<file path="src/hw/rtl/lss_fifo.sv">
// Small register-based queue with occupancy count.
`default_nettype none

module lss_fifo #(
  parameter int unsigned Depth = 4,
  parameter type T = logic
) (
  input  wire logic                         clk_i,
  input  wire logic                         rst_ni,
  input  wire logic                         wr_i,
  input  wire T                             wr_data_i,
  output logic                              full_o,
  input  wire logic                         rd_i,
  output T                                  rd_data_o,
  output logic                              empty_o,
  output logic [$clog2(Depth + 1)-1:0]      count_o
);

  localparam int unsigned PtrW = (Depth > 1) ? $clog2(Depth) : 1;
  localparam int unsigned CntW = $clog2(Depth + 1);

  T              mem_q [Depth];
  logic [PtrW-1:0] wptr_q, wptr_d, rptr_q, rptr_d;
  logic [CntW-1:0] count_q, count_d;
  logic            wr_en, rd_en;

  assign wr_en = wr_i && !full_o;
  assign rd_en = rd_i && !empty_o;

  // Advance pointers and count
  always_comb begin
    wptr_d  = wptr_q;
    rptr_d  = rptr_q;
    if (wr_en) begin
      wptr_d = (wptr_q == PtrW'(Depth - 1)) ? '0 : wptr_q + PtrW'(1);
    end
    if (rd_en) begin
      rptr_d = (rptr_q == PtrW'(Depth - 1)) ? '0 : rptr_q + PtrW'(1);
    end
    count_d = count_q + CntW'(wr_en) - CntW'(rd_en);
  end

  always_ff @(posedge clk_i or negedge rst_ni) begin
    if (!rst_ni) begin
      wptr_q  <= '0;
      rptr_q  <= '0;
      count_q <= '0;
    end else begin
      wptr_q  <= wptr_d;
      rptr_q  <= rptr_d;
      count_q <= count_d;
    end
  end

  // Store entries
  always_ff @(posedge clk_i) begin
    if (wr_en) begin
      mem_q[wptr_q] <= wr_data_i;
    end
  end

  assign rd_data_o = mem_q[rptr_q];
  assign full_o    = (count_q == CntW'(Depth));
  assign empty_o   = (count_q == '0);
  assign count_o   = count_q;

endmodule

`default_nettype wire

</file>
<file path="config.mk">
export PLATFORM = sky130hd
export DESIGN_NAME = lss_fifo
export DESIGN_NICKNAME = d
export VERILOG_FILES = /design/src/hw/rtl/lss_fifo.sv
export SDC_FILE = /design/constraint.sdc
export NUM_CORES = 1
export LEC_CHECK = 0
export BUFFER_PORTS_ARGS = -buffer_cell sky130_fd_sc_hd__buf_2
export CORE_UTILIZATION = 46
export CTS_CLUSTER_SIZE = 30
export DETAILED_ROUTE_END_ITERATION = 12
export PLACE_DENSITY = 0.7
export SETUP_SLACK_MARGIN = 0.2
export SYNTH_ARGS = -nofsm -noshare
export SYNTH_HDL_FRONTEND = slang
export SYNTH_SLANG_ARGS = --single-unit
</file>
<file path="constraint.sdc">
create_clock -name clk_i -period 2.25 [get_ports clk_i]
set_input_delay 0.45 -clock clk_i [delete_from_list [all_inputs] [get_ports clk_i]]
set_output_delay 0.45 -clock clk_i [all_outputs]
set_load 0.02 [all_outputs]
</file>
==> results_dict.tcl, run 1 <==
set metrics [dict create \
    status "finished, final reports clean" \
    die_height_um 38.7 \
    crit_path_end_kind "flip-flop" \
    synthAdderAreaFrac 0.173 \
    holdWs_ps 3.62 \
    ioPinCount 11 \
    fin_crit_sh 0.933 \
    cp_cell_sequence "or3b_4 > nand2_4 > ha_4 > inv_4 > ha_4 > inv_2 > fa_2 > xnor2_2 > xnor2_1" \
    cts_max_level 1 \
    drt_iter0_markers 2 \
    avgSynthCellArea_um2 12.7 \
    yosysUniqueCellTypes 22 \
    finalNetCount 84 \
    worst_slew_pin_slew_ps 246 \
    ant_nets 0 \
    grt_use_total 0.175 \
    initial_core_util 0.523 \
    cp_num_buf_inv 2 \
    synth_top_family_by_area "adder cells" \
    cellPowerDensity_mw_per_mm2 1410 \
    synthArstFlopShare 0.636 \
    hold_buffers 0 \
    grt_pass1_vias 423 \
    rows 12 \
    drcViolationCount 0 \
    p_int_w 0.000719 \
    comb_power_share 0.563 \
    place_inst 75 \
    layout_commonest_cell "buf_2" \
    clkSinkCount 11 \
    cts_tree "built" \
    n_antenna_cell 0 \
    grt_pass1_wl_um 1660 \
    hold_class "in2async" \
    p_clk_frac 0.112 \
    clock_tree.root_cell "clkbuf_4" \
    slew_headroom 0.835 \
    cts_buffer_depth 2 \
    cap_violations 0 \
    fin_skew_ps 1.91 \
    setup.worst_path.start_class "flip-flop" \
    vias 429 \
    drt_first_pass_iters 3 \
    syn_inst 49 \
    ys_ff_latch 11 \
    drv_slew 0 \
    layout_common_cells "10 x buf_2, 8 x buf_4, 5 x inv_1, 5 x ha_1" \
    place.gp.congestion 0.688 \
    seqPwrFrac 0.325 \
    die_area_mm2 0.00150 \
    instances_no_fill 84 \
    clk_pin_slew_worst_paths_ps 70 \
    cp_max_fo 4 \
    port-buffer-count 10 \
    ys.flop_type "dfrtp_1" \
    rsz0062_at_grt "true" \
    grt_overflow 0 \
    crit_arrival_ps 2250 \
    synthMuxAreaShare 0.0726 \
    cts_buffers 3 \
    vias_per_cell 5.11 \
    wl_per_cell_um 11.8 \
    grt_antenna_before_repair 0 \
    die_w_um 38.7 \
    path_delay_family "adder cells" \
    seq_area_frac_synth 0.476 \
    wirelength_um 990 \
    hold_viol 0 \
    cp_common_cell "ha_4" \
    netlist_area_um2 621 \
    slowest_delay_ps 430 \
    synthesis.nets 62 \
    vdd_ir_drop_max_mv 0.793 \
    post-dp-hpwl_um 668 \
    synth_compound_area_frac 0.0383 \
    cp.required_ps 2400 \
    switching_share 0.382 \
    finalCriticalPeriod_ps 2100 \
    tns_ps 0 \
    yosys.area_share.simple 0.161 \
    power.leakage_nw 0.396 \
    critPathSlowestCell "dfrtp_2" \
    grt_max_degree 10 \
    drive_above_1_share 0.586 \
    synthXorXnorAreaFrac 0.0282 \
    area_delta_synth_final_pct 33.1 \
    synth_edf_count 4 \
    p_switching_w 0.000445 \
    worstSetupPathType "reg2reg" \
    ys_warn_count 0 \
    max_freq_ghz 0.476 \
    clock_latency_ps 260 \
    finalSetupViolCount 0 \
    core_mm2 0.00119 \
]
## synth_stat cells (all sizes together), types with 2 or more instances
cell	count	area (um^2)
and3	4	30.0
inv	7	26.3
ha	7	87.6
mux2	2	22.5
edfxtp	4	120
nand2	2	7.51
xnor2	2	17.5
dfrtp	7	175
## state kept, by name (all words and copies together) (netlist names)
| name | count |
|---|---|
| rptr_q | 2 |
| wptr_q | 2 |
| count_o | 3 |
| mem_q | 4 |
## power groups by stage
stage,sequential [W],combinational (W),clock [W]
finish,0.000379,0.000655,0.000130
global route,0.000391,0.000728,0.000146
CTS,0.000374,0.000603,0.000133
detailed placement,0.000394,0.000491,0
global placement,0.000391,0.000484,0
floorplan,0.000419,0.000320,0
## logic make-up after synthesis
| group | after synthesis |
|---|---|
| multiplexers | 3 |
| AO/OA/AOI/OAI | 3 |
| flip-flops | 11 |
| XOR/XNOR | 2 |
| adder cells (fa/ha/maj) | 8 |
| buffers and inverters | 8 |
| AND/OR/NAND/NOR | 14 |
## layout make-up
cell class                 instances  area [um^2]
sequential                        11          299
tap                               14         17.5
inverter                           7         28.8
multi-input combinational         30          344
timing repair buffer              18          110
clock buffer                       4         26.3
fill                              84          360
## through the flow
step	cell area [um^2]	setup WS [ps]	power, W	util
2_1_floorplan	627	68.1	0.000739	-
3_3_place_gp	712	144	0.000875	0.600
3_5_place_dp	712	134	0.000886	0.600
4_1_cts	783	134	0.00111	0.660
5_1_grt	826	92.2	0.00127	0.696
6_report	826	151	0.00116	0.696
## layer usage
| layer | vias up | wire (um) | global-route usage |
|---|---|---|---|
| li1 | 216 | - | - |
| met4 | 0 | 32 | 0.129 |
| met3 | 4 | 36 | 0.0520 |
| met2 | 8 | 487 | 0.288 |
| met1 | 201 | 433 | 0.186 |
| met5 | - | 0 | 0 |
## timing repair
item	in CTS	in global routing
pin swaps	0	7
hold endpoints to repair	0	0
gates resized for setup	1	10
setup buffers	5	0
setup endpoints to repair	2	2
## worst paths after layout
| kind | to | depth (start not counted) | start | slack (ps) |
|---|---|---|---|---|
| min reg2reg | rptr_q[1]$_DFFE_PN0P_ | 1 | rptr_q[1]$_DFFE_PN0P_ | 560 |
| min in group clk_i | mem_q[0]$_DFFE_PP_ | 1 | wr_data_i | 400 |
| max reg2reg | count_o[2]$_DFF_PN0_ | 9 | count_o[1]$_DFF_PN0_ | 150 |
| max in group asynchronous | count_o[0]$_DFF_PN0_ | 1 | rst_ni | 2080 |
| max | count_o[2]$_DFF_PN0_ | 9 | count_o[1]$_DFF_PN0_ | 150 |
| min | rptr_q[0]$_DFFE_PN0P_ | 1 | rst_ni | 4 |
(Power assumes the default switching activity.)
==> inputs of run 2 (changes only) <==
==> constraint.sdc (replaced) <==
create_clock -name clk_i -period 2.25 [get_ports clk_i]
set_input_delay 0.1125 -clock clk_i [delete_from_list [all_inputs] [get_ports clk_i]]
set_output_delay 0.1125 -clock clk_i [all_outputs]
set_load 0.02 [all_outputs]
==> run 2 against run 1 <==
Against the previous run:
- sequential power hardly changed
- first-iteration DRC count did not move
- critical path type unchanged
- sequential cell count unchanged
- clock power hardly changed
- hold slack improved by 61 ps
- non-clock buffer count up 1
- count of clock-buffer cells in the layout unchanged
- power rose by 0.11%
- final cell count is 1.2% higher
==> results_dict.tcl, run 2 (synthesized netlist as in run 1, its figures left out) <==
set metrics [dict create \
    switching_share 0.382 \
    grt_use_total 0.175 \
    grt_max_degree 10 \
    place_inst 75 \
    crit_arrival_ps 2250 \
    finalCriticalPeriod_ps 2100 \
    clkSinkCount 11 \
    p_switching_w 0.000445 \
    worstSetupPathType "reg2reg" \
    clk_pin_slew_worst_paths_ps 70 \
    cp_cell_sequence "or3b_4 > nand2_4 > ha_4 > inv_4 > ha_4 > inv_2 > fa_2 > xnor2_2 > xnor2_1" \
    grt_overflow 0 \
    max_freq_ghz 0.476 \
    p_clk_frac 0.112 \
    place.gp.congestion 0.688 \
    worst_slew_pin_slew_ps 246 \
    comb_power_share 0.563 \
    cts_buffer_depth 2 \
    die_height_um 38.7 \
    largest_register_ffs 4 \
    post-dp-hpwl_um 668 \
    vdd_ir_drop_max_mv 0.793 \
    tns_ps 0 \
    rsz0062_at_grt "true" \
    ant_nets 0 \
    top_usage_layer "met2" \
    finalNetCount 85 \
    drt_first_pass_iters 3 \
    layout_common_cells "10 x buf_2, 8 x buf_4, 5 x inv_1, 5 x ha_1" \
    cp_num_buf_inv 2 \
    finalSetupViolCount 0 \
    initial_core_util 0.523 \
    slowest_delay_ps 430 \
    final_cell_area_um2 836 \
    fin_crit_sh 0.933 \
    cts_buffers 3 \
    final_core_util 0.705 \
    wirelength_um 992 \
    seqPwrFrac 0.325 \
    cp.required_ps 2400 \
    setup.worst_path.start_class "flip-flop" \
    cellPowerDensity_mw_per_mm2 1390 \
    hold_viol 0 \
    grt_pass1_vias 423 \
    fin_skew_ps 1.91 \
    path_delay_family "adder cells" \
    instances_no_fill 85 \
    status "finished, final reports clean" \
    n_antenna_cell 0 \
    drive_above_1_share 0.577 \
    drt_iter0_markers 2 \
    grt_antenna_before_repair 0 \
    die_area_mm2 0.00150 \
    die_w_um 38.7 \
    clock_tree.root_cell "clkbuf_4" \
    cp_common_cell "ha_4" \
    clock_latency_ps 260 \
    grt_pass1_wl_um 1660 \
    cts_max_level 1 \
    cp_max_fo 4 \
    use_met1 0.186 \
    cts_tree "built" \
    port-buffer-count 10 \
    vias_per_cell 5.07 \
    layout_commonest_cell "buf_2" \
    met3_usage 0.0520 \
    use_met2 0.288 \
    placed_area_um2 712 \
    p_int_w 0.000720 \
    holdWs_ps 64.3 \
    power.leakage_nw 0.400 \
    regMostFlops "mem_q" \
    critPathSlowestCell "dfrtp_2" \
    wl_per_cell_um 11.7 \
    crit_path_end_kind "flip-flop" \
    drv_slew 0 \
    cap_violations 0 \
    hold_class "in2reg" \
    rows 12 \
    core_mm2 0.00119 \
    vias 431 \
    slew_headroom 0.835 \
    area_delta_synth_final_pct 34.7 \
    ioPinCount 11 \
    drcViolationCount 0 \
]
[run 2: area by class of cell]
type / instances / area, um^2
timing repair buffer: 19 / 120
clock buffer: 4 / 26.3
tap: 14 / 17.5
multi-input combinational: 30 / 344
fill: 83 / 350
inverter: 7 / 28.8
sequential: 11 / 299
[run 2: power groups by stage]
| stage | sequential (W) | clock (W) | combinational, W |
|---|---|---|---|
| after floorplan | 0.000419 | 0 | 0.000320 |
| final | 0.000379 | 0.000130 | 0.000657 |
| after global placement | 0.000391 | 0 | 0.000484 |
| after CTS | 0.000374 | 0.000133 | 0.000604 |
| after detailed placement | 0.000394 | 0 | 0.000491 |
| after global routing | 0.000391 | 0.000146 | 0.000730 |
[run 2: worst register-to-register path: cells and delay by family, from the launching register on]
| kind | cells | cell delay [ps] |
|---|---|---|
| DFF | 1 | 430 |
| adders and majority gates | 3 | 710 |
| xor gates and xnor gates | 2 | 270 |
| buffers and inverters | 2 | 80 |
| and+or+nand+nor | 2 | 490 |
[run 2: stage by stage]
stage	setup WS (ps)	total power [W]
floorplan	68.1	0.000739
global placement	144	0.000875
detailed placement	134	0.000886
CTS	134	0.00111
global route	92.2	0.00127
finish	151	0.00117
[run 2: final timing paths]
kind / startpoint / end / slack [ps] / cells past startpoint
setup / recovery: count_o[1]$_DFF_PN0_ / count_o[2]$_DFF_PN0_ / 150 / 9
hold / removal: wr_data_i / mem_q[0]$_DFFE_PP_ / 60 / 1
setup reg to reg: count_o[1]$_DFF_PN0_ / count_o[2]$_DFF_PN0_ / 150 / 9
hold reg to reg: rptr_q[1]$_DFFE_PN0P_ / rptr_q[1]$_DFFE_PN0P_ / 560 / 1
max in group asynchronous: rst_ni / count_o[0]$_DFF_PN0_ / 1880 / 2
min in group asynchronous: rst_ni / rptr_q[0]$_DFFE_PN0P_ / 200 / 2
[run 2: routing by layer]
layer,up-vias,share of wire
met5,-,0
met4,0,0.032
met3,4,0.031
met2,8,0.49
met1,201,0.44
li1,218,-
[run 2: what timing repair did]
action / CTS / global route
pin swaps: 0 / 7
hold endpoints to repair: 7 / 0
setup endpoints to repair: 2 / 2
hold buffers: 1 / 0
gates resized for setup: 1 / 10
buffers inserted: 5 / 0
