<file path="src/hw/rtl/lss_pkg.sv">
// Shared types and constants of the 3x3 Laplacian sharpening unit.
`default_nettype none

package lss_pkg;

  // Field and register widths
  localparam int unsigned PixW       = 8;
  localparam int unsigned CfgWidthW  = 11;
  localparam int unsigned CfgHeightW = 12;
  localparam int unsigned CfgIdxW    = 2;
  localparam int unsigned CfgDataW   = 12;

  // Column index width in commands, wide enough for the largest supported line
  localparam int unsigned ColW = 13;

  // Default line store depth
  localparam int unsigned MaxWidthDefault = 1024;

  // Queue depths
  localparam int unsigned CmdDepth = 4;
  localparam int unsigned OutDepth = 4;
  localparam int unsigned OutCntW  = $clog2(OutDepth + 1);

  // Register reset values and pixel ceiling
  localparam logic [CfgWidthW-1:0]  WidthReset  = 11'd640;
  localparam logic [CfgHeightW-1:0] HeightReset = 12'd480;
  localparam logic [PixW-1:0]       PixMax      = 8'd255;

  // Configuration register map
  typedef enum logic [CfgIdxW-1:0] {
    CFG_FRAME_WIDTH  = 2'd0,
    CFG_FRAME_HEIGHT = 2'd1
  } cfg_reg_e;

  // Input beat
  typedef struct packed {
    logic [PixW-1:0] pixel;
    logic            flush;
  } pix_in_t;

  // Result beat
  typedef struct packed {
    logic [PixW-1:0] out_pixel;
    logic            frame_last;
  } pix_out_t;

  // Classified step handed from front to back
  typedef struct packed {
    logic [PixW-1:0] pixel;
    logic [ColW-1:0] col;
    logic            emit;
    logic            interior;
    logic            last;
  } cmd_t;

  // Back pipeline occupancy
  typedef struct packed {
    logic s1_valid;
    logic s2_valid;
  } back_stat_t;

endpackage

`default_nettype wire

</file>
<file path="src/hw/rtl/lss_front.sv">
// Front end: configuration registers, raster counters and step classification.
`default_nettype none

module lss_front import lss_pkg::*; #(
  parameter int unsigned MaxWidth = MaxWidthDefault
) (
  input  wire logic                 clk_i,
  input  wire logic                 rst_ni,
  input  wire logic                 cfg_valid_i,
  output logic                      cfg_ready_o,
  input  wire logic [CfgIdxW-1:0]   cfg_index_i,
  input  wire logic [CfgDataW-1:0]  cfg_data_i,
  input  wire logic                 push_i,
  input  wire pix_in_t              pix_i,
  input  wire logic                 cmd_full_i,
  output logic                      cmd_push_o,
  output cmd_t                      cmd_o
);

  localparam int unsigned AW   = $clog2(MaxWidth);
  localparam int unsigned CmpW = (AW + 1 > CfgWidthW) ? AW + 1 : CfgWidthW;
  localparam int unsigned RowW = CfgHeightW;

  logic [CfgWidthW-1:0]  width_q, width_d;
  logic [CfgHeightW-1:0] height_q, height_d;
  logic [AW-1:0]         in_col_q, in_col_d, out_col_q, out_col_d;
  logic [RowW-1:0]       in_row_q, in_row_d, out_row_q, out_row_d;
  logic                  drain_q, drain_d;

  logic [CmpW-1:0]       fw, w_eff;
  logic [RowW-1:0]       h_eff;
  logic                  in_col_last, out_col_last, in_row_last, out_row_last;
  logic                  step, emit, last_in, interior, last_out;

  assign cfg_ready_o = 1'b1;

  // Clamp the frame size into the supported range
  always_comb begin
    fw = CmpW'(width_q);
    if (fw == '0) begin
      w_eff = CmpW'(1);
    end else if (fw > CmpW'(MaxWidth)) begin
      w_eff = CmpW'(MaxWidth);
    end else begin
      w_eff = fw;
    end
    h_eff = (height_q == '0) ? RowW'(1) : height_q;
  end

  // Edge tests on the counters
  assign in_col_last  = (CmpW'(in_col_q) + CmpW'(1)) >= w_eff;
  assign out_col_last = (CmpW'(out_col_q) + CmpW'(1)) >= w_eff;
  assign in_row_last  = ({1'b0, in_row_q} + (RowW + 1)'(1)) >= {1'b0, h_eff};
  assign out_row_last = ({1'b0, out_row_q} + (RowW + 1)'(1)) >= {1'b0, h_eff};

  // Classify the beat: a flush outside the drain is dropped
  assign step     = push_i && !cmd_full_i && !(pix_i.flush && !drain_q);
  assign emit     = (in_row_q >= RowW'(2)) || ((in_row_q == RowW'(1)) && (in_col_q != '0));
  assign last_in  = !drain_q && in_row_last && in_col_last;
  assign interior = (out_row_q != '0) && !out_row_last && (out_col_q != '0) && !out_col_last;
  assign last_out = out_row_last && out_col_last;

  // Advance the raster counters
  always_comb begin
    in_col_d  = in_col_q;
    in_row_d  = in_row_q;
    out_col_d = out_col_q;
    out_row_d = out_row_q;
    drain_d   = drain_q;
    if (step) begin
      if (in_col_last) begin
        in_col_d = '0;
        if (in_row_q != '1) begin
          in_row_d = in_row_q + RowW'(1);
        end
      end else begin
        in_col_d = in_col_q + AW'(1);
      end
      if (last_in) begin
        drain_d = 1'b1;
      end
      if (emit) begin
        if (last_out) begin
          in_col_d  = '0;
          in_row_d  = '0;
          out_col_d = '0;
          out_row_d = '0;
          drain_d   = 1'b0;
        end else if (out_col_last) begin
          out_col_d = '0;
          out_row_d = out_row_q + RowW'(1);
        end else begin
          out_col_d = out_col_q + AW'(1);
        end
      end
    end
  end

  // Decode configuration writes
  always_comb begin
    width_d  = width_q;
    height_d = height_q;
    if (cfg_valid_i) begin
      case (cfg_reg_e'(cfg_index_i))
        CFG_FRAME_WIDTH: begin
          width_d = cfg_data_i[CfgWidthW-1:0];
        end
        CFG_FRAME_HEIGHT: begin
          height_d = cfg_data_i[CfgHeightW-1:0];
        end
        default: begin
        end
      endcase
    end
  end

  always_ff @(posedge clk_i or negedge rst_ni) begin
    if (!rst_ni) begin
      width_q   <= WidthReset;
      height_q  <= HeightReset;
      in_col_q  <= '0;
      in_row_q  <= '0;
      out_col_q <= '0;
      out_row_q <= '0;
      drain_q   <= 1'b0;
    end else begin
      width_q   <= width_d;
      height_q  <= height_d;
      in_col_q  <= in_col_d;
      in_row_q  <= in_row_d;
      out_col_q <= out_col_d;
      out_row_q <= out_row_d;
      drain_q   <= drain_d;
    end
  end

  // Build the command; drain steps carry a zero pixel
  assign cmd_push_o     = step;
  assign cmd_o.pixel    = drain_q ? '0 : pix_i.pixel;
  assign cmd_o.col      = ColW'(in_col_q);
  assign cmd_o.emit     = emit;
  assign cmd_o.interior = interior;
  assign cmd_o.last     = last_out;

endmodule

`default_nettype wire

</file>
<file path="config.mk">
export PLATFORM = sky130hd
export DESIGN_NAME = lss_front
export DESIGN_NICKNAME = d
export VERILOG_FILES = /design/src/hw/rtl/lss_pkg.sv /design/src/hw/rtl/lss_front.sv
export SDC_FILE = /design/constraint.sdc
export NUM_CORES = 1
export LEC_CHECK = 0
export BUFFER_PORTS_ARGS = -buffer_cell sky130_fd_sc_hd__buf_2
export CAP_MARGIN = 25
export CORE_MARGIN = 8
export CORE_UTILIZATION = 50
export DETAILED_ROUTE_END_ITERATION = 8
export PLACE_DENSITY_LB_ADDON = 0.1
export SYNTH_ARGS = -nofsm -noshare
export SYNTH_HDL_FRONTEND = slang
export SYNTH_SLANG_ARGS = --single-unit
export TNS_END_PERCENT = 100
</file>
<file path="constraint.sdc">
create_clock -name clk_i -period 8.3 [get_ports clk_i]
set_input_delay 0 -clock clk_i [delete_from_list [all_inputs] [get_ports clk_i]]
set_output_delay 0 -clock clk_i [all_outputs]
set_load 0.03 [all_outputs]
</file>
==> metrics.yaml, run 1 <==
sta:
  finalSetupViolCount: 0
  fin_crit_ns: 3.88
  rsz0062_at_grt: "false"
  hold_ws_ns: 0.138
  max-slew-margin-rel_pct: 41.6
  fin_skew_ns: 0.0128
  hold_viol: 0
  tightest_slew_ns: 0.876
  period_share_pct: 46.7
  setup-tns-final_ns: 0
  max_freq_ghz: 0.258
  finalMaxSlewViolations: 0
synth:
  yosys_register_bits: 68
  synthArstFlopShare_pct: 100
  yosysTopAreaCell: "dfrtp_1"
  synth-edff-count: 0
  yosys-top-cells-area: "dfrtp_1 31%, ha_1 14%, mux2_2 5.3%"
  yosysSeqAreaShare_pct: 34.7
  avgSynthCellArea_um2: 9.38
  syn_inst: 526
  netlist.area_leader.share_pct: 31.5
  ys_warn_count: 0
  ys_types: 60
  synth_area_um2: 4930
  synthFlopType: "dfrtp_1"
layout:
  drive_gt1_share_pct: 18.6
  syn_to_final_growth_pct: 13.2
  postLayoutCoreUtil_pct: 57.6
  num_antenna_cells: 0
  fillers: 859
  nets: 663
power_and_ir_drop:
  clkPwrFrac_pct: 24.5
  p_sw_uw: 479
  p_total_mw: 1.20
  p_comb_share_pct: 37.4
  vdd_drop_max_uv: 149
  p_sw_share_pct: 40.0
  p_int_uw: 720
  power_frac_seq_pct: 38.2
  leakagePower_nw: 2.72
  power_density_nw_per_um2: 215
routing:
  drc_errors: 0
  dr_total_vias: 4086
  firstDrtPassIters: 4
  vias_per_cell: 5.69
  drt_iter0_markers: 231
  drtAntennaViolNets: 0
  drt_wl_total_um: 12100
  wl_per_cell_um: 16.9
critical_path:
  crit_top_cell: "ha_1"
  crit_arrival_ns: 3.88
  crit_family: "simple AND/OR/NAND/NOR gates"
  crit_slowest_cell: "dfrtp_1"
  slowest_delay_ns: 0.45
  worstPathCellList: "ha_1, and3_1, nand3_1, nor2_1, xor2_1, ha_1, a2111oi_0, o21ai_0, a221o_1, and2_1, nor4_1, buf_2"
  endpoint_kind: "output pin"
  critPathBufInv: 1
  cp.required_ns: 8.30
  worst-setup-path-type: "reg -> out"
  path_max_fanout: 7
  worstSetupStartpointType: "register"
clock_tree:
  clock_sinks: 68
  root_buffer: "clkbuf_8"
  post_cts.repair.setup_buffers: 0
  cts_buffers: 9
  htree_levels: 3
  clkTransAtPathRegs_ns: 0.09
  cts_tree: "done"
  clk_latency_ns: 0.36
  clockBufferDepth: 2
  cts_hold_buf: 13
  post_cts_resized: 0
floorplanning:
  die_w_um: 115
  num_rows: 36
  initial_core_util_pct: 50.9
  dieArea_um2: 13300
  ioPinCount: 54
  core-area_um2: 9680
  dieHeight_um: 115
grt:
  grt_remaining_overflow: 0
  antenna_found_initial: 0
  grt_pass1_wl_um: 20200
  grt_usage_pct: 19.3
  grt_max_degree: 69
  grt_pass1_vias: 4004
placed_design:
  place.gp.congestion: 0.897
  dpl.hpwl_um: 9320
  port_buffers: 49
status:
  outcome: "finished clean"
run:
  cap_violations: 0
worst_hold_path:
  hold_class: "in -> reg"
[cells in the mapped netlist (all sizes together) (2+ instances only)]
cell type and number:
nor3 10, o41ai 3, o21a 2, o211ai 2, a31oi 4, o32ai 4, and3 12, nand3b 3
xor2 18, nor2 25, or3 3, a21o 6, nand2 59, nor4 12, and2 3, a211oi 3
ha 55, a2111oi 2, buf 14, conb 2, xnor2 23, nand3 28, mux2 23, a32o 5
nor2b 13, dfrtp 62, inv 28, a31o 2, nand4 5, a211o 3, clkbuf 10, a21oi 17
dfstp 6, nand2b 7, o31ai 3, o21ai 22, a22o 8, o21bai 3
[worst min-delay path, cell delays in order]
cell and delay (ns):
buf_2 0.08, nor3b_1 0.04, buf_4 0.18, o21ai_0 0.15
[state kept, by name, indices dropped and copies added (netlist names)]
signal and count:
drain_q 1, out_row_q 12, in_col_q 10, out_col_q 10, in_row_q 12, height_q 12
fw 11
[stage by stage]
step / setup slack, ns / std cells / instance area, um^2
floorplan: 5.15 / 528 / 4940
global placement: 4.37 / 688 / 5240
detailed placement: 4.60 / 689 / 5250
CTS: 4.49 / 718 / 5580
global route: 4.23 / 718 / 5580
finish: 4.42 / 718 / 5580
[path summary, 6_finish.rpt]
kind	from	endpoint	slack, ns	depth (start not counted)
max	out_col_q[0]$_DFFE_PN0P_	cmd_o[1]	4.42	12
min	cfg_index_i[1]	fw[10]$_DFFE_PN0P_	0.14	4
max reg2reg	out_col_q[0]$_DFFE_PN0P_	in_row_q[8]$_DFFE_PN0P_	4.50	12
min reg2reg	height_q[0]$_DFFE_PN0P_	height_q[0]$_DFFE_PN0P_	0.55	1
max in group asynchronous	rst_ni	out_col_q[7]$_DFFE_PN0P_	7.36	3
min in group asynchronous	rst_ni	out_row_q[7]$_DFFE_PN0P_	0.37	3
[per-layer routing]
metal,vias to the layer above,global-route usage [%],part of all wire [%]
li1,1992,-,-
met1,1980,24.4,45
met2,98,32.7,50
met3,16,3.05,3.8
met4,0,6.22,1.4
met5,-,0,0
[area by class of cell]
type	instances	area, um^2	area share (%)
Tap cell	133	166	2.98
Clock buffer	9	124	2.22
Inverter	29	109	1.95
Timing Repair Buffer	65	402	7.19
Clock inverter	7	81.3	1.46
Multi-Input combinational cell	407	2990	53.6
Sequential cell	68	1710	30.6
[cells by family (layout without fill, tap and decap cells)]
kind of cell | after synthesis | count (layout) | synth area share [%]
other | 2 | 4 | 0.152
muxes | 23 | 23 | 5.25
buffers and inverters | 53 | 110 | 4.85
DFF | 68 | 68 | 34.7
AOI/OAI and AO/OA | 100 | 100 | 15.3
adders and majority gates | 55 | 55 | 14.0
and+or+nand+nor | 184 | 184 | 18.6
xor gates and xnor gates | 41 | 41 | 7.28
[power by group through the flow]
stage	Combinational, mW	Clock, mW	Sequential [mW]
2_1_floorplan	0.319	0	0.458
3_3_place_gp	0.431	0	0.460
3_5_place_dp	0.439	0	0.464
4_1_cts	0.449	0.299	0.457
5_1_grt	0.511	0.313	0.469
6_report	0.448	0.293	0.458
[layout by cell type, fill, tap and decap left out, drive strengths merged, types with 17 or more instances in the layout]
cell type,count
dfrtp,62
nand2,59
ha,55
buf,52
inv,31
nand3,28
nor2,25
xnor2,23
mux2,23
o21ai,22
xor2,18
a21oi,17
No activity file was read; power rests on OpenSTA's default activity.
==> run 2, diff against run 1 <==
==> constraint.sdc (replaced) <==
create_clock -name clk_i -period 3.8 [get_ports clk_i]
set_input_delay 0 -clock clk_i [delete_from_list [all_inputs] [get_ports clk_i]]
set_output_delay 0 -clock clk_i [all_outputs]
set_load 0.03 [all_outputs]
==> metrics.yaml, run 2 (synthesis results as in run 1) <==
status:
  outcome: "finished clean"  # unchanged
critical_path:
  crit_arrival_ns: 3.56  # was 3.88 ns
  r2r_cells: 12  # unchanged
  critPathBufInv: 2  # was 1
  reg2reg_from: "out_row_q[0]$_DFFE_PN0P_"  # was out_col_q[0]$_DFFE_PN0P_
  worst-setup-path-type: "reg -> out"  # unchanged
  slowest_delay_ns: 0.46  # was 0.45 ns
  worstSetupStartpointType: "register"  # unchanged
  rrSetupSlack_ns: 0.29  # was 4.50 ns
  endpoint_kind: "output pin"  # unchanged
  path_max_fanout: 9  # was 7
  cp.required_ns: 3.80  # was 8.30 ns
  crit_family: "simple AND/OR/NAND/NOR gates"  # unchanged
  worstPathCellList: "ha_1, nand3_1, nor2_2, and3_1, xnor2_1, inv_1, ha_1, nand3_1, or3_1, o211a_1, nor2_1, buf_2"  # was ha_1, and3_1, nand3_1, nor2_1, xor2_1, ha_1, a2111oi_0, o21ai_0, a221o_1, and2_1, nor4_1, buf_2
  cp_num_cells: 12  # unchanged
  crit_path_end: "cmd_o[0]"  # was cmd_o[1]
  crit_slowest_cell: "or3_1"  # was dfrtp_1
  r2r-end: "in_col_q[4]$_DFFE_PN0P_"  # was in_row_q[8]$_DFFE_PN0P_
  startpoint: "out_row_q[0]$_DFFE_PN0P_"  # was out_col_q[0]$_DFFE_PN0P_
grt:
  grt_usage_pct: 20.2  # was 19.3%
  grt_pass1_vias: 4145  # was 4004
  grt_remaining_overflow: 0  # unchanged
  grt_max_degree: 36  # was 69
  antenna_found_initial: 0  # unchanged
  grt_pass1_wl_um: 21200  # was 20200 um
power_and_ir_drop:
  p_sw_mw: 1.07  # was 479 uW
  vdd_drop_max_uv: 264  # was 149 uV
  clkPwrFrac_pct: 24.1  # was 24.5%
  power_frac_seq_pct: 37.2  # was 38.2%
  leakagePower_nw: 2.74  # was 2.72 nW
  p_sw_share_pct: 40.1  # was 40.0%
  p_int_mw: 1.60  # was 720 uW
  p_total_mw: 2.66  # was 1.20 mW
  power_density_nw_per_um2: 471  # was 215 nW/um^2
  p_comb_share_pct: 38.7  # was 37.4%
routing:
  drc_errors: 0  # unchanged
  drtAntennaViolNets: 0  # unchanged
  drt_iter0_markers: 206  # was 231
  dr_total_vias: 4077  # was 4086
  wl_per_cell_um: 17.7  # was 16.9 um
  firstDrtPassIters: 4  # unchanged
  vias_per_cell: 5.63  # was 5.69
  drt_wl_total_um: 12800  # was 12100 um
sta:
  max_freq_ghz: 0.281
  fin_crit_ns: 3.56
  finalMaxSlewViolations: 0  # unchanged
  max-slew-margin-rel_pct: 47.5  # was 41.6%
  fin_skew_ns: 0.0146  # was 0.0128 ns
  hold_viol: 0  # unchanged
  layout_setup_ws_ns: 0.240  # was 4.42 ns
  period_share_pct: 93.7
  tightest_slew_ns: 0.788  # was 0.876 ns
  finalSetupViolCount: 0  # unchanged
clock_tree:
  root_buffer: "clkbuf_8"  # unchanged
  cts_buffers: 9  # unchanged
  clock_sinks: 68  # unchanged
  clockBufferDepth: 2  # unchanged
  clk_latency_ns: 0.36  # about the same
  clkTransAtPathRegs_ns: 0.09  # about the same
  htree_levels: 3  # unchanged
  cts_tree: "done"  # unchanged
placed_design:
  place_ws_ns: 0.124  # was 4.60 ns
  place.gp.congestion: 0.866  # was 0.897
  port_buffers: 49  # unchanged
  dpl.hpwl_um: 9800  # was 9320 um
floorplanning:
  dieArea_um2: 13300  # unchanged
  die_w_um: 115  # unchanged
  num_rows: 36  # unchanged
  dieHeight_um: 115  # unchanged
  core-area_um2: 9680  # unchanged
  ioPinCount: 54  # unchanged
  initial_core_util_pct: 50.9  # unchanged
layout:
  postLayoutCoreUtil_pct: 58.4  # was 57.6%
  num_antenna_cells: 0  # unchanged
  nets: 669  # was 663
  drive_gt1_share_pct: 20.5  # was 18.6%
  final_cell_mix: "61 x dfrtp_1, 59 x nand2_1, 54 x ha_1"  # was 62 x dfrtp_1, 59 x nand2_1, 55 x ha_1
  fillers: 848  # was 859
  syn_to_final_growth_pct: 14.6  # was 13.2%
  layout_commonest_cell: "dfrtp_1"  # unchanged
  top_regs: "height_q: 12 flops, in_row_q: 12 flops, out_row_q: 12 flops"  # unchanged
run:
  cap_violations: 0  # unchanged
worst_hold_path:
  hold_class: "in -> reg"  # unchanged
run 2: area by class of cell:
cell class              count  area [um^2]  share of cell area (%)
clock buffers               9          124                    2.19
clock inverters             7         80.1                    1.42
inverters                  29          109                    1.93
multi-input cells         407         3020                    53.4
flip-flops and latches     68         1710                    30.3
well taps                 133          166                    2.94
repair buffers             71          445                    7.88
run 2: how the worst min path moves through the flow:
| stage | from | endpoint | slack [ns] | cells past startpoint |
|---|---|---|---|---|
| floorplan | rst_ni | drain_q$_DFFE_PN0P_ | -0.30 | 0 |
| global placement | rst_ni | out_row_q[7]$_DFFE_PN0P_ | 0.13 | 1 |
| detailed placement | rst_ni | out_row_q[5]$_DFFE_PN0P_ | 0.14 | 1 |
| CTS | cfg_index_i[1] | fw[10]$_DFFE_PN0P_ | 0.11 | 4 |
| global route | cfg_index_i[1] | fw[10]$_DFFE_PN0P_ | 0.12 | 4 |
| finish | cfg_index_i[1] | fw[10]$_DFFE_PN0P_ | 0.13 | 4 |
run 2: metal layers:
layer / track usage, % / vias up / share of wire [%]
li1: - / 2003 / -
met1: 27.3 / 1979 / 46
met2: 32.1 / 80 / 49
met3: 3.52 / 15 / 3.8
met4: 6.57 / 0 / 1.5
met5: 0 / - / 0
run 2: timing repair:
item | in CTS | in global routing
gates resized for setup | 0 | 8
hold endpoints to repair | 56 | 0
setup endpoints to repair | 0 | 13
buffers inserted | 0 | 0
hold buffers | 13 | 0
run 2: tightest hold or removal path: stages:
cell     delay, ns
buf_2         0.08
nor3b_1       0.04
buf_4         0.18
o21ai_0       0.15
run 2: stage by stage:
step           setup TNS (ns)  std cells  hold WS [ns]  cell area, um^2
6_report                    0        724         0.127             5650
5_1_grt              -0.00848        724         0.122             5650
4_1_cts                     0        724         0.114             5620
3_5_place_dp                0        695         0.137             5290
3_3_place_gp                0        695         0.133             5290
2_1_floorplan               0        528        -0.296             4940
run 2: power groups by stage:
stage                     combinational (mW)  clock (mW)  sequential [mW]
after CTS                               1.02       0.654            0.990
after global routing                    1.15       0.683             1.01
after floorplan                        0.696           0             1.00
after detailed placement                1.00           0             1.00
final                                   1.03       0.641            0.992
after global placement                 0.974           0            0.998
==> run 3, diff against run 2 <==
--- a/config.mk
+++ b/config.mk
@@ -5,6 +5,7 @@
 export SDC_FILE = /design/constraint.sdc
 export NUM_CORES = 1
 export LEC_CHECK = 0
+export ABC_AREA = 1
 export BUFFER_PORTS_ARGS = -buffer_cell sky130_fd_sc_hd__buf_2
 export CAP_MARGIN = 25
 export CORE_MARGIN = 8
==> metrics.yaml, run 3 <==
status:
  outcome: "finished clean"  # unchanged
routing:
  firstDrtPassIters: 5  # was 4
  drt_iter0_markers: 325  # was 206
  vias_per_cell: 5.07  # was 5.63
  wl_per_cell_um: 13.8  # was 17.7 um
  drt_wl_total_um: 13900  # was 12800 um
  drc_errors: 0  # unchanged
  drtAntennaViolNets: 0  # unchanged
  dr_total_vias: 5106  # was 4077
critical_path:
  worstPathCellList: "nor4_1, nand3_1, nand2_1, o21ai_0, inv_1, ha_1, o21ai_0, nand2_1, nand2_1, nand2_1, nand2_1, nand2_2, nor4_1, buf_2"  # was ha_1, nand3_1, nor2_2, and3_1, xnor2_1, inv_1, ha_1, nand3_1, or3_1, o211a_1, nor2_1, buf_2
  cp.required_ns: 3.80  # about the same
  worstSetupStartpointType: "register"  # unchanged
  cp_num_cells: 14  # was 12
  r2r_cells: 13  # was 12
  slowest_delay_ns: 0.40  # was 0.46 ns
  path_max_fanout: 9  # unchanged
  crit_top_cell: "nand2_1"
  crit_family: "simple AND/OR/NAND/NOR gates"  # unchanged
  critPathBufInv: 2  # unchanged
  crit_slowest_cell: "dfrtp_1"  # was or3_1
  endpoint_kind: "output pin"  # unchanged
  worst-setup-path-type: "reg -> out"  # unchanged
  crit_arrival_ns: 3.04  # was 3.56 ns
synth:
  synth_fa_ha_area_share_pct: 12.3  # was 14.0%
  yosysTopAreaCell: "dfrtp_1"  # unchanged
  synthArstFlopShare_pct: 100  # unchanged
  synthXorXnorAreaFrac_pct: 4.09  # was 7.28%
  synthSimpleGateAreaFrac_pct: 33.9  # was 18.6%
  yosysSeqAreaShare_pct: 30.7  # was 34.7%
  synth-edff-count: 0  # unchanged
  synth_area_um2: 5570  # was 4930 um^2
  yosys-top-cells-count: "259 x nand2_1, 133 x inv_1, 65 x nor2_1"  # was 62 x dfrtp_1, 59 x nand2_1, 55 x ha_1
  synthFlopType: "dfrtp_1"  # unchanged
  yosysMostFrequentCell: "nand2_1"  # was dfrtp_1
  ys_types: 37  # was 60
  syn_inst: 811  # was 526
  netlist.area_leader.share_pct: 27.8  # was 31.5%
  yosys_register_bits: 68  # unchanged
  synth_compound_area_share_pct: 6.60  # was 15.3%
  ys_warn_count: 0  # unchanged
  synth_mux_area_share_pct: 0  # was 5.25%
  avgSynthCellArea_um2: 6.87  # was 9.38 um^2
  yosys-top-cells-area: "dfrtp_1 28%, nand2_1 17%, ha_1 12%"  # was dfrtp_1 31%, ha_1 14%, mux2_2 5.3%
  synth_top_family_by_area: "simple AND/OR/NAND/NOR gates"  # unchanged
sta:
  finalMaxSlewViolations: 0  # unchanged
  fin_skew_ns: 0.0125  # was 0.0146 ns
  rsz0062_at_grt: "false"
  setup-tns-final_ns: 0  # unchanged
  hold_viol: 0  # unchanged
  hold_ws_ns: 0.0165  # was 0.127 ns
  finalSetupViolCount: 0  # unchanged
  period_share_pct: 80.0  # was 93.7%
  fin_crit_ns: 3.04  # was 3.56 ns
  layout_setup_ws_ns: 0.759  # was 0.240 ns
  max-slew-margin-rel_pct: 41.8  # was 47.5%
  max_freq_ghz: 0.329  # was 0.281 GHz
  tightest_slew_ns: 0.874  # was 0.788 ns
clock_tree:
  post_cts_resized: 0  # unchanged
  cts_buffers: 9  # unchanged
  cts_hold_buf: 13  # unchanged
  root_buffer: "clkbuf_8"  # unchanged
  clockBufferDepth: 2  # unchanged
  clk_latency_ns: 0.37  # was 0.36 ns
  cts_tree: "done"  # unchanged
  clock_sinks: 68  # unchanged
  post_cts.repair.setup_buffers: 0  # unchanged
  clkTransAtPathRegs_ns: 0.07  # was 0.09 ns
  htree_levels: 3  # unchanged
placed_design:
  dpl.hpwl_um: 10700  # was 9800 um
  port_buffers: 49  # unchanged
  place.gp.congestion: 0.848  # was 0.866
  place_ws_ns: 0.813  # was 0.124 ns
floorplanning:
  core-area_um2: 10800  # was 9680 um^2
  dieHeight_um: 122  # was 115 um
  die_w_um: 122  # was 115 um
  initial_core_util_pct: 51.4  # was 50.9%
  ioPinCount: 54  # unchanged
  dieArea_um2: 14800  # was 13300 um^2
  num_rows: 38  # was 36
layout:
  nets: 946  # was 669
  top_regs: "height_q: 12 flops, in_row_q: 12 flops, out_row_q: 12 flops"  # unchanged
  num_antenna_cells: 0  # unchanged
  final_cell_mix: "259 x nand2_1, 133 x inv_1, 65 x nor2_1"  # was 61 x dfrtp_1, 59 x nand2_1, 54 x ha_1
  layout_commonest_cell: "nand2_1"  # was dfrtp_1
  drive_gt1_share_pct: 11.1  # was 20.5%
  postLayoutCoreUtil_pct: 57.1  # was 58.4%
  syn_to_final_growth_pct: 11.0  # was 14.6%
worst_hold_path:
  hold_depth: 4  # unchanged
  hold_class: "in -> reg"  # unchanged
power_and_ir_drop:
  leakagePower_nw: 3.62  # was 2.74 nW
  power_density_nw_per_um2: 547  # was 471 nW/um^2
  vdd_drop_max_uv: 412  # was 264 uV
grt:
  grt_max_degree: 37  # was 36
  grt_pass1_wl_um: 23200  # was 21200 um
  antenna_found_initial: 0  # unchanged
  grt_remaining_overflow: 0  # unchanged
  grt_usage_pct: 19.7  # was 20.2%
  grt_pass1_vias: 4914  # was 4145
run:
  cap_violations: 0  # unchanged
## run 3: cell types whose count changed in the layout (fill, tap and decap cells not counted), moves of 7 or more
cell	before	now
a22o_1	8	0
and3_1	11	0
buf_4	10	1
inv_1	28	133
mux2_2	23	0
nand2_1	59	259
nand2b_1	7	0
nand3_1	27	57
nand4_1	3	12
nor2_1	24	65
nor2b_1	13	0
o21ai_0	22	29
o21ai_1	0	7
xnor2_1	23	4
## run 3: worst register-to-register path: stages, from the launching register on
cell and delay (ns):
dfrtp_1 0.40, nor4_1 0.33, nand3_1 0.16, nand2_1 0.23, nand2_1 0.14, ha_1 0.32
nand2_1 0.06, inv_1 0.06, nand3_1 0.06, nor3_1 0.19, a21oi_1 0.18, nor2_2 0.46
nand2_1 0.21, o21ai_1 0.16
## run 3: logic make-up (layout without fill, tap and decap cells)
kind of cell | Yosys count | count (layout)
AND/OR/NAND/NOR | 435 | 435
adder cells (fa/ha/maj) | 55 | 55
other | 2 | 4
AO/OA/AOI/OAI | 66 | 66
XOR/XNOR | 26 | 26
flip-flops | 68 | 68
buffers and inverters | 159 | 214
## run 3: layout make-up
type	count	area [um^2]
fillers	1069	4650
flip-flops and latches	68	1710
clock buffers	13	159
inverters	135	507
well taps	140	175
multi-input cells	586	3190
repair buffers	63	383
clock inverters	3	68.8
## run 3: worst paths after layout
| check | slack [ns] | startpoint | endpoint |
|---|---|---|---|
| max | 0.76 | fw[6]$_DFFE_PN0P_ | cmd_o[1] |
| min | 0.02 | cmd_full_i | in_row_q[4]$_DFFE_PN0P_ |
| max reg2reg | 0.78 | fw[6]$_DFFE_PN0P_ | out_row_q[0]$_DFFE_PN0P_ |
| min reg2reg | 0.49 | height_q[3]$_DFFE_PN0P_ | height_q[3]$_DFFE_PN0P_ |
| max in group asynchronous | 2.53 | rst_ni | height_q[8]$_DFFE_PN1P_ |
| min in group asynchronous | 0.29 | rst_ni | out_row_q[11]$_DFFE_PN0P_ |
## run 3: through the flow
stage,power (mW),std cells,area [um^2]
floorplan,2.32,813,5580
global placement,2.64,979,5830
detailed placement,2.68,979,5830
CTS,3.41,1008,6190
global route,3.67,1008,6190
finish,3.38,1008,6190
## run 3: per-layer routing
layer,up-vias,share of wire [%],routed length [um],GRT usage [%]
li1,2635,-,-,-
met1,2354,44,6110,22.7
met2,95,50,6910,35.3
met3,22,4.4,606,3.42
met4,0,1.8,252,8.17
met5,-,0,0,0
## run 3: where the power goes
group          total (mW)  internal (mW)  switching, mW
Sequential           1.04          0.870          0.174
Clock               0.701          0.408          0.294
Combinational        1.64          0.562           1.08
